`config.mk`:
```
export PLATFORM = sky130hd
export DESIGN_NAME = fdeg_back_flat
export DESIGN_NICKNAME = d
export VERILOG_FILES = /design/src/hdl/fdeg_pkg.sv /design/src/hdl/fdeg_event_if.sv /design/src/hdl/fdeg_back.sv /design/src/flat_wrapper.sv
export SDC_FILE = /design/constraint.sdc
export NUM_CORES = 1
export LEC_CHECK = 0
export ABC_AREA = 1
export BUFFER_PORTS_ARGS = -buffer_cell sky130_fd_sc_hd__buf_2
export CAP_MARGIN = 20
export CORE_MARGIN = 3
export CORE_UTILIZATION = 57
export DETAILED_ROUTE_END_ITERATION = 6
export PLACE_DENSITY = 0.91
export SLEW_MARGIN = 20
export SYNTH_ARGS = -nofsm -noshare
export SYNTH_HDL_FRONTEND = slang
export SYNTH_SLANG_ARGS = --single-unit
```
`constraint.sdc`:
```
create_clock -name clk_i -period 2.2 [get_ports clk_i]
set_clock_uncertainty 0.15 [all_clocks]
set_input_delay 0.33 -clock clk_i [delete_from_list [all_inputs] [get_ports clk_i]]
set_output_delay 0.33 -clock clk_i [all_outputs]
set_load 0.03 [all_outputs]
```
`src/hdl/fdeg_pkg.sv`:
```
`timescale 1ns / 1ps

package fdeg_pkg;

  // Geometry defaults for the stored frame
  localparam int MAX_WIDTH_DEF  = 256;
  localparam int MAX_HEIGHT_DEF = 256;

  // Configuration port
  localparam int CFG_DATA_W  = 9;
  localparam int CFG_INDEX_W = 2;

  typedef enum logic [CFG_INDEX_W-1:0] {
    CFG_FRAME_WIDTH,
    CFG_FRAME_HEIGHT,
    CFG_CHANGE_THRESHOLD
  } cfg_index_e;

  localparam logic [CFG_DATA_W-1:0] FRAME_WIDTH_RST  = 9'd256;
  localparam logic [CFG_DATA_W-1:0] FRAME_HEIGHT_RST = 9'd256;
  localparam logic [7:0]            THRESHOLD_RST    = 8'd0;

  // Gray conversion: (R*4899 + G*9617 + B*1868 + 8192) >> 14
  localparam int GRAY_ACC_W = 22;
  localparam int GRAY_SHIFT = 14;
  localparam logic [GRAY_ACC_W-1:0] GRAY_R_COEF = 22'd4899;
  localparam logic [GRAY_ACC_W-1:0] GRAY_G_COEF = 22'd9617;
  localparam logic [GRAY_ACC_W-1:0] GRAY_B_COEF = 22'd1868;
  localparam logic [GRAY_ACC_W-1:0] GRAY_ROUND  = 22'd8192;

  // Event queue between front and back
  localparam int QUEUE_DEPTH = 4;
  localparam int QUEUE_PTR_W = $clog2(QUEUE_DEPTH);
  localparam int QUEUE_CNT_W = $clog2(QUEUE_DEPTH + 1);

  typedef struct packed {
    logic [CFG_DATA_W-1:0] frame_width;
    logic [CFG_DATA_W-1:0] frame_height;
    logic [7:0]            change_threshold;
  } cfg_t;

  typedef struct packed {
    logic [7:0] event_x;
    logic [7:0] event_y;
    logic       polarity;
  } event_t;

  typedef struct packed {
    logic   valid;
    event_t ev;
  } push_t;

  typedef struct packed {
    logic [QUEUE_CNT_W-1:0] count;
  } queue_status_t;

endpackage

```
`src/hdl/fdeg_event_if.sv`:
```
`timescale 1ns / 1ps

interface fdeg_event_if;
  logic       valid;
  logic       ready;
  logic [7:0] event_x;
  logic [7:0] event_y;
  logic       polarity;

  modport source (output valid, output event_x, output event_y, output polarity, input ready);
  modport sink   (input valid, input event_x, input event_y, input polarity, output ready);
endinterface

```
`src/hdl/fdeg_back.sv`:
```
`timescale 1ns / 1ps

module fdeg_back (
  input  logic                    clk_i,
  input  logic                    rst_ni,
  input  fdeg_pkg::push_t         push_i,
  output fdeg_pkg::queue_status_t status_o,
  fdeg_event_if.source            evt_o
);

  import fdeg_pkg::*;

  event_t                 ev_q [QUEUE_DEPTH];
  logic [QUEUE_PTR_W-1:0] wr_ptr_q, wr_ptr_d;
  logic [QUEUE_PTR_W-1:0] rd_ptr_q, rd_ptr_d;
  logic [QUEUE_CNT_W-1:0] count_q, count_d;
  logic                   pop;

  assign evt_o.valid    = count_q != '0;
  assign evt_o.event_x  = ev_q[rd_ptr_q].event_x;
  assign evt_o.event_y  = ev_q[rd_ptr_q].event_y;
  assign evt_o.polarity = ev_q[rd_ptr_q].polarity;
  assign pop            = evt_o.valid && evt_o.ready;
  assign status_o.count = count_q;

  // front guarantees room before it takes an item
  always_comb begin
    wr_ptr_d = wr_ptr_q;
    rd_ptr_d = rd_ptr_q;
    count_d  = count_q;
    if (push_i.valid) begin
      wr_ptr_d = (wr_ptr_q == QUEUE_PTR_W'(QUEUE_DEPTH - 1)) ? '0 :
                 QUEUE_PTR_W'(wr_ptr_q + QUEUE_PTR_W'(1));
    end
    if (pop) begin
      rd_ptr_d = (rd_ptr_q == QUEUE_PTR_W'(QUEUE_DEPTH - 1)) ? '0 :
                 QUEUE_PTR_W'(rd_ptr_q + QUEUE_PTR_W'(1));
    end
    if (push_i.valid && !pop) begin
      count_d = QUEUE_CNT_W'(count_q + QUEUE_CNT_W'(1));
    end else if (!push_i.valid && pop) begin
      count_d = QUEUE_CNT_W'(count_q - QUEUE_CNT_W'(1));
    end
  end

  always_ff @(posedge clk_i or negedge rst_ni) begin
    if (!rst_ni) begin
      wr_ptr_q <= '0;
      rd_ptr_q <= '0;
      count_q  <= '0;
    end else begin
      wr_ptr_q <= wr_ptr_d;
      rd_ptr_q <= rd_ptr_d;
      count_q  <= count_d;
    end
  end

  always_ff @(posedge clk_i) begin
    if (push_i.valid) begin
      ev_q[wr_ptr_q] <= push_i.ev;
    end
  end

endmodule

```
`src/flat_wrapper.sv`:
```
// flat-port wrapper written by rule: the top's interface ports become plain ports
module fdeg_back_flat import fdeg_pkg::*;
  (clk_i, rst_ni, push_i, status_o, evt_o_valid, evt_o_event_x, evt_o_event_y, evt_o_polarity, evt_o_ready);
  fdeg_event_if evt_o_i ();
  input  logic clk_i;
  input  logic rst_ni;
  input  fdeg_pkg::push_t push_i;
  output fdeg_pkg::queue_status_t status_o;
  output wire logic [$bits(evt_o_i.valid)-1:0] evt_o_valid;
  output wire logic [$bits(evt_o_i.event_x)-1:0] evt_o_event_x;
  output wire logic [$bits(evt_o_i.event_y)-1:0] evt_o_event_y;
  output wire logic [$bits(evt_o_i.polarity)-1:0] evt_o_polarity;
  input wire logic [$bits(evt_o_i.ready)-1:0] evt_o_ready;
  assign evt_o_valid = evt_o_i.valid;
  assign evt_o_event_x = evt_o_i.event_x;
  assign evt_o_event_y = evt_o_i.event_y;
  assign evt_o_polarity = evt_o_i.polarity;
  assign evt_o_i.ready = evt_o_ready;
  fdeg_back u_core (.clk_i(clk_i), .rst_ni(rst_ni), .push_i(push_i), .status_o(status_o), .evt_o(evt_o_i));
endmodule
```
==> metrics, run 1 <==
status=complete, no violations; DRC viols=0; CP max stage delay=600 ps; R2R cell count=10; launch point of the worst path=u_core.rd_ptr_q[0]; CP Class=reg -> out; total CTS buffers=9; clk root buf=clkbuf_8; vias per inst=5.07; Warnings, synthesis=0; sw frac=40.0%; register area share after synthesis=69.7%; Yosys cell types=16; total track usage=18.6%; vias in the first global route=1,909; Logic pwr share=39.2%; area of the multi-input gates=674 sq um; Syn Nets=280; fmax=0.484 GHz; Max-slew headroom=80.7%; worst skew pair latency=330 ps; Reg area=2220 sq um; Clock Path Buffers=2; die width=80.7 um; Post-Route WL=5.45 mm; CTS sink count=75; hold path start=push_i[3]; largest net degree at the start of global routing=29; critical-path maximum fanout=23; Pint=3.02 mW; Die H=80.7 um; layout cell share with drive strength beyond 1=22.7%; post-synthesis register bit count=75; Worst Max-Slew Pin Slew=289 ps; drt wl/cell=14.4 um; CTS H-tree lvls=3; final hold violation count=0; total global routing overflow=0; Port Buffer Count=41; die area=6520 sq um; Pre-Repair DR Iteration Count=4; First DRT Iteration DRCs=151; class of the worst hold path=in -> reg; Worst EP arrival=1590 ps; leakage=1.55 nW; Worst-path clk slew=80 ps; setup slack after layout=135 ps; Max Cap Viol=0; final setup fails=0; number of fill cells=360; Min Clock Period, post-route=2070 ps; vias=1,916; most numerous cell on the critical path=nand2_1; Startpoint Class=flip-flop; crit-path cells=buf_12 -> nand2_1 -> o211ai_1 -> nand2_1 -> buf_2; slowest CP cell=dfrtp_4; hpwl dp=3.65 mm; switching pwr=2.02 mW; most frequent cells in the layout=nand2_1 (70), edfxtp_1 (68), inv_1 (44), buf_2 (41), o211ai_1 (32); final net count=331; Critical path buffers and inverters=2; Critical Path End Type=output port; CTS tree=yes; Peak VDD IR=0.917 mV; Clk pwr share=20.5%; Reg power frac=40.3%; synthesized area=3180 sq um; Core ar.=5240 sq um; FF-to-FF Start=u_core.status_o[0]; Req. time, crit path=1720 ps; average cell area after synthesis=12.6 sq um; Final Core Density=70.0%; Syn Inst Count=252; # IOs=42; antenna viol nets, final=0; Post-Place Worst Slack=253 ps; commonest non-fill, non-tap cell in the layout=nand2_1; Sum Neg Setup Slack=0 ps; RSZ-0062 raised after global routing=no; first-pass GRT wire length=8.84 mm; Area Overhead vs Synth=15.1%; PD cells=1370 nW/um^2; CP delay by family, top=flip-flops; Post-CTS Setup Bufs=0; Crit path depth=5; antenna violations before repair=0; Std-Cell Rows=26; GP Congestion=0.770; n_diodes=0; starting density of the core=60.8%; fin. max-slew vios=0; fin crit share=93.9%; number of cells on the worst hold path=1
## worst reg2reg max path: cells and delay by family, from the launching register on
kind | cells | cell delay [ps]
buf+inv | 1 | 70
simple gates | 7 | 660
flops | 1 | 440
fa+ha+maj | 2 | 560
## cells in the mapped netlist
cell type | n | area (sq um)
edfxtp_1 | 68 | 2040
o211ai_2 | 2 | 25.0
dfrtp_1 | 7 | 175
inv_4 | 1 | 6.26
ha_1 | 6 | 75.1
o21ai_0 | 2 | 10.0
o211ai_1 | 32 | 240
nand2_1 | 70 | 263
nand3_1 | 3 | 15.0
inv_1 | 44 | 165
nor2_1 | 3 | 11.3
buf_4 | 1 | 7.51
nand4_1 | 1 | 6.26
xnor2_1 | 1 | 8.76
fa_1 | 1 | 20.0
buf_6 | 10 | 113
## metal layers
metal  wire length [um]  global-route usage [%]  part of all wire, %  vias up
met3                286                    4.77                  5.2        4
met1               2150                    20.7                   39      904
met4                 49                    6.93                 0.90        0
met5                  0                       0                    0        -
met2               2970                    34.2                   54       49
li1                   -                       -                    -      959
## path summary, 6_finish.rpt
path	endpoint	slack, ps
max	evt_o_event_x[0]	130
max reg2reg	u_core.status_o[2]	220
min reg2reg	u_core.status_o[2]	350
max in group asynchronous	u_core.rd_ptr_q[0]	1520
min in group asynchronous	u_core.wr_ptr_q[0]	200
min	u_core.ev_q[2][3]	50
## sequential cells by signal, summed over array words and instances, names as in the netlist
name             count
u_core.ev_q         68
u_core.rd_ptr_q      2
u_core.status_o      3
u_core.wr_ptr_q      2
## repair_timing
item                       CTS  global route
hold buffers                 1             0
hold endpoints to repair     7             0
gates resized for setup      0             1
setup endpoints to repair    0             4
## cells by family (layout without fill, tap and decap cells)
family / Yosys count / after routing / synth area share [%]
simple gates: 77 / 77 / 9.28
compound gates: 36 / 36 / 8.65
xor+xnor: 1 / 1 / 0.275
buf+inv: 56 / 112 / 9.16
fa+ha+maj: 7 / 7 / 2.99
flops: 75 / 75 / 69.7
## per-stage QoR
step | cells | hold slack, ps | power (mW) | area, sq um
after CTS | 378 | 40.6 | 5.08 | 3660
after detailed placement | 361 | 22.5 | 4.05 | 3450
after global routing | 378 | 42.0 | 5.35 | 3660
after global placement | 361 | 21.3 | 3.97 | 3450
final | 378 | 52.9 | 5.04 | 3660
after floorplan | 252 | -116 | 3.57 | 3180
## cell type report
class                   instances  area share, %
repair buffers                 51           8.40
clock buffers                   9           3.38
well taps                      70           2.39
inverters                      45           4.68
clock inverters                 7           2.15
flip-flops and latches         75           60.6
multi-input cells             121           18.4
## power groups by stage
stage	logic [mW]	registers [mW]	clock network, mW
CTS	2.00	2.03	1.05
floorplan	1.56	2.02	0
global route	2.18	2.06	1.12
detailed placement	1.99	2.06	0
finish	1.97	2.03	1.03
global placement	1.93	2.03	0
No activity file was read; power rests on OpenSTA's default activity.
==> run 2: changes to the inputs <==
- HOLD_SLACK_MARGIN: default -> 0.12
==> run 2 against run 1 <==
  * Cell count is 4.8% higher
  * Total power is 1.2% higher
  * Core utilization is 3.4 points higher
  * Via count is 4.2% higher
  * Largest power group unchanged
  * Combinational power is 2% higher
==> metrics, run 2 (same netlist as run 1, synthesis figures left out) <==
status=complete, no violations; vias per inst=5.04 (-0.56%); max reg flops=68 (unchanged); vias in the first global route=2,044 (+7.1%); Die H=80.7 um (unchanged); # IOs=42 (unchanged); commonest non-fill, non-tap cell in the layout=nand2_1; starting density of the core=60.8% (unchanged); largest net degree at the start of global routing=29 (unchanged); CTS H-tree lvls=3 (unchanged); RSZ-0062 raised after global routing=no; Sum Neg Setup Slack=0 ps (unchanged); hpwl dp=3.65 mm (unchanged); drt wl/cell=15.0 um (+3.7%); vias=1,996 (+4.2%); final net count=349 (+5.4%); Peak VDD IR=0.949 mV (+3.5%); Worst-path clk slew=80 ps (about the same); final hold violation count=0 (unchanged); PD cells=1330 nW/um^2 (-3.5%); leakage=1.63 nW (+4.8%); Area Overhead vs Synth=20.8%; Final Core Density=73.4% (+3.4 points); fin crit share=96.0% (+2.1 points); GP Congestion=0.770 (unchanged); fmax=0.473 GHz (-2.2%); Min Clock Period, post-route=2110 ps (+46.7 ps); Post-Route WL=5.92 mm (+8.6%); first-pass GRT wire length=9.72 mm (+9.9%); Std-Cell Rows=26 (unchanged); fin. max-slew vios=0 (unchanged); Largest Register=u_core.ev_q; n_diodes=0 (unchanged); die area=6520 sq um (unchanged); total CTS buffers=9 (unchanged); clk root buf=clkbuf_8; First DRT Iteration DRCs=166 (+9.9%); Worst Max-Slew Pin Slew=313 ps (+23.9 ps); Clock Path Buffers=2 (unchanged); critical-path maximum fanout=23 (unchanged); total global routing overflow=0 (unchanged); Post-CTS Setup Bufs=0 (unchanged); Critical Path End Type=output port; Startpoint Class=flip-flop; most frequent cells in the layout=nand2_1 (70), edfxtp_1 (68), inv_1 (44), buf_2 (41), o211ai_1 (32); Port Buffer Count=41 (unchanged); DRC viols=0 (unchanged); final setup fails=0 (unchanged); Max-slew headroom=79.1% (-1.6 points); layout cell share with drive strength beyond 1=21.5% (-1.3 points); antenna viol nets, final=0 (unchanged); die width=80.7 um (unchanged); CTS sink count=75 (unchanged); Core ar.=5240 sq um (unchanged); Worst EP arrival=1630 ps (+40 ps); Req. time, crit path=1720 ps (about the same); antenna violations before repair=0 (unchanged); total track usage=20.4% (+1.9 points); worst skew pair latency=350 ps (+20 ps); CP Class=reg -> out; Pre-Repair DR Iteration Count=4 (unchanged); Max Cap Viol=0 (unchanged); class of the worst hold path=in -> reg; CTS tree=yes
[run 2: cell types whose count changed in the layout (fill, tap and decap cells not counted), sizes merged]
cell | before | now
dlygate4sd3 | 1 | 19
[run 2: what timing repair did]
action / CTS / global route
endpoints found under the setup margin: 0 / 6
hold buffers: 19 / 0
hold endpoints to repair: 77 / 0
gates resized for setup: 0 / 1
[run 2: power by group]
part / switching [mW] / total, mW / internal, mW / leakage [nW]
Sequential: 0.180 / 2.03 / 1.85 / 0.708
Clock: 0.524 / 1.05 / 0.528 / 0.0916
Combinational: 1.35 / 2.01 / 0.661 / 0.830
Total: 2.06 / 5.10 / 3.04 / 1.63
[run 2: layout make-up]
class / instances / area (sq um)
repair buffers: 69 / 488
flip-flops and latches: 75 / 2220
clock buffers: 9 / 124
well taps: 70 / 87.6
multi-input cells: 121 / 674
fillers: 329 / 1390
clock inverters: 7 / 78.8
inverters: 45 / 171
[run 2: layer usage]
metal | GRT usage, % | vias to the layer above | part of all wire (%)
li1 | - | 993 | -
met1 | 22.7 | 950 | 39
met2 | 37.7 | 42 | 54
met3 | 4.77 | 11 | 4.4
met4 | 8.28 | 0 | 2.4
met5 | 0 | - | 0
[run 2: path summary, 6_finish.rpt]
check	depth (start not counted)	startpoint	end	slack [ps]
setup / recovery	4	u_core.rd_ptr_q[0]	evt_o_event_y[7]	90
hold / removal	2	push_i[17]	u_core.wr_ptr_q[0]	140
setup reg to reg	10	u_core.status_o[0]	u_core.status_o[2]	220
hold reg to reg	2	u_core.status_o[2]	u_core.status_o[2]	350
max in group asynchronous	2	rst_ni	u_core.rd_ptr_q[0]	1530
min in group asynchronous	2	rst_ni	u_core.wr_ptr_q[0]	190
[run 2: metrics by stage]
step,power [mW],instances,cell area [sq um],hold WS [ps],worst slack (ps)
after floorplan,3.57,252,3180,-116,33.0
after global placement,3.97,361,3450,21.3,359
after detailed placement,4.05,361,3450,22.5,253
after CTS,5.10,396,3840,137,95.8
after global routing,5.40,396,3840,192,29.3
final,5.10,396,3840,142,88.0
[run 2: worst max-delay path, stage by stage (launching register included)]
cell and delay, ps:
dfrtp_4 600, buf_12 200, o211ai_1 190, nand2_1 100, buf_2 190
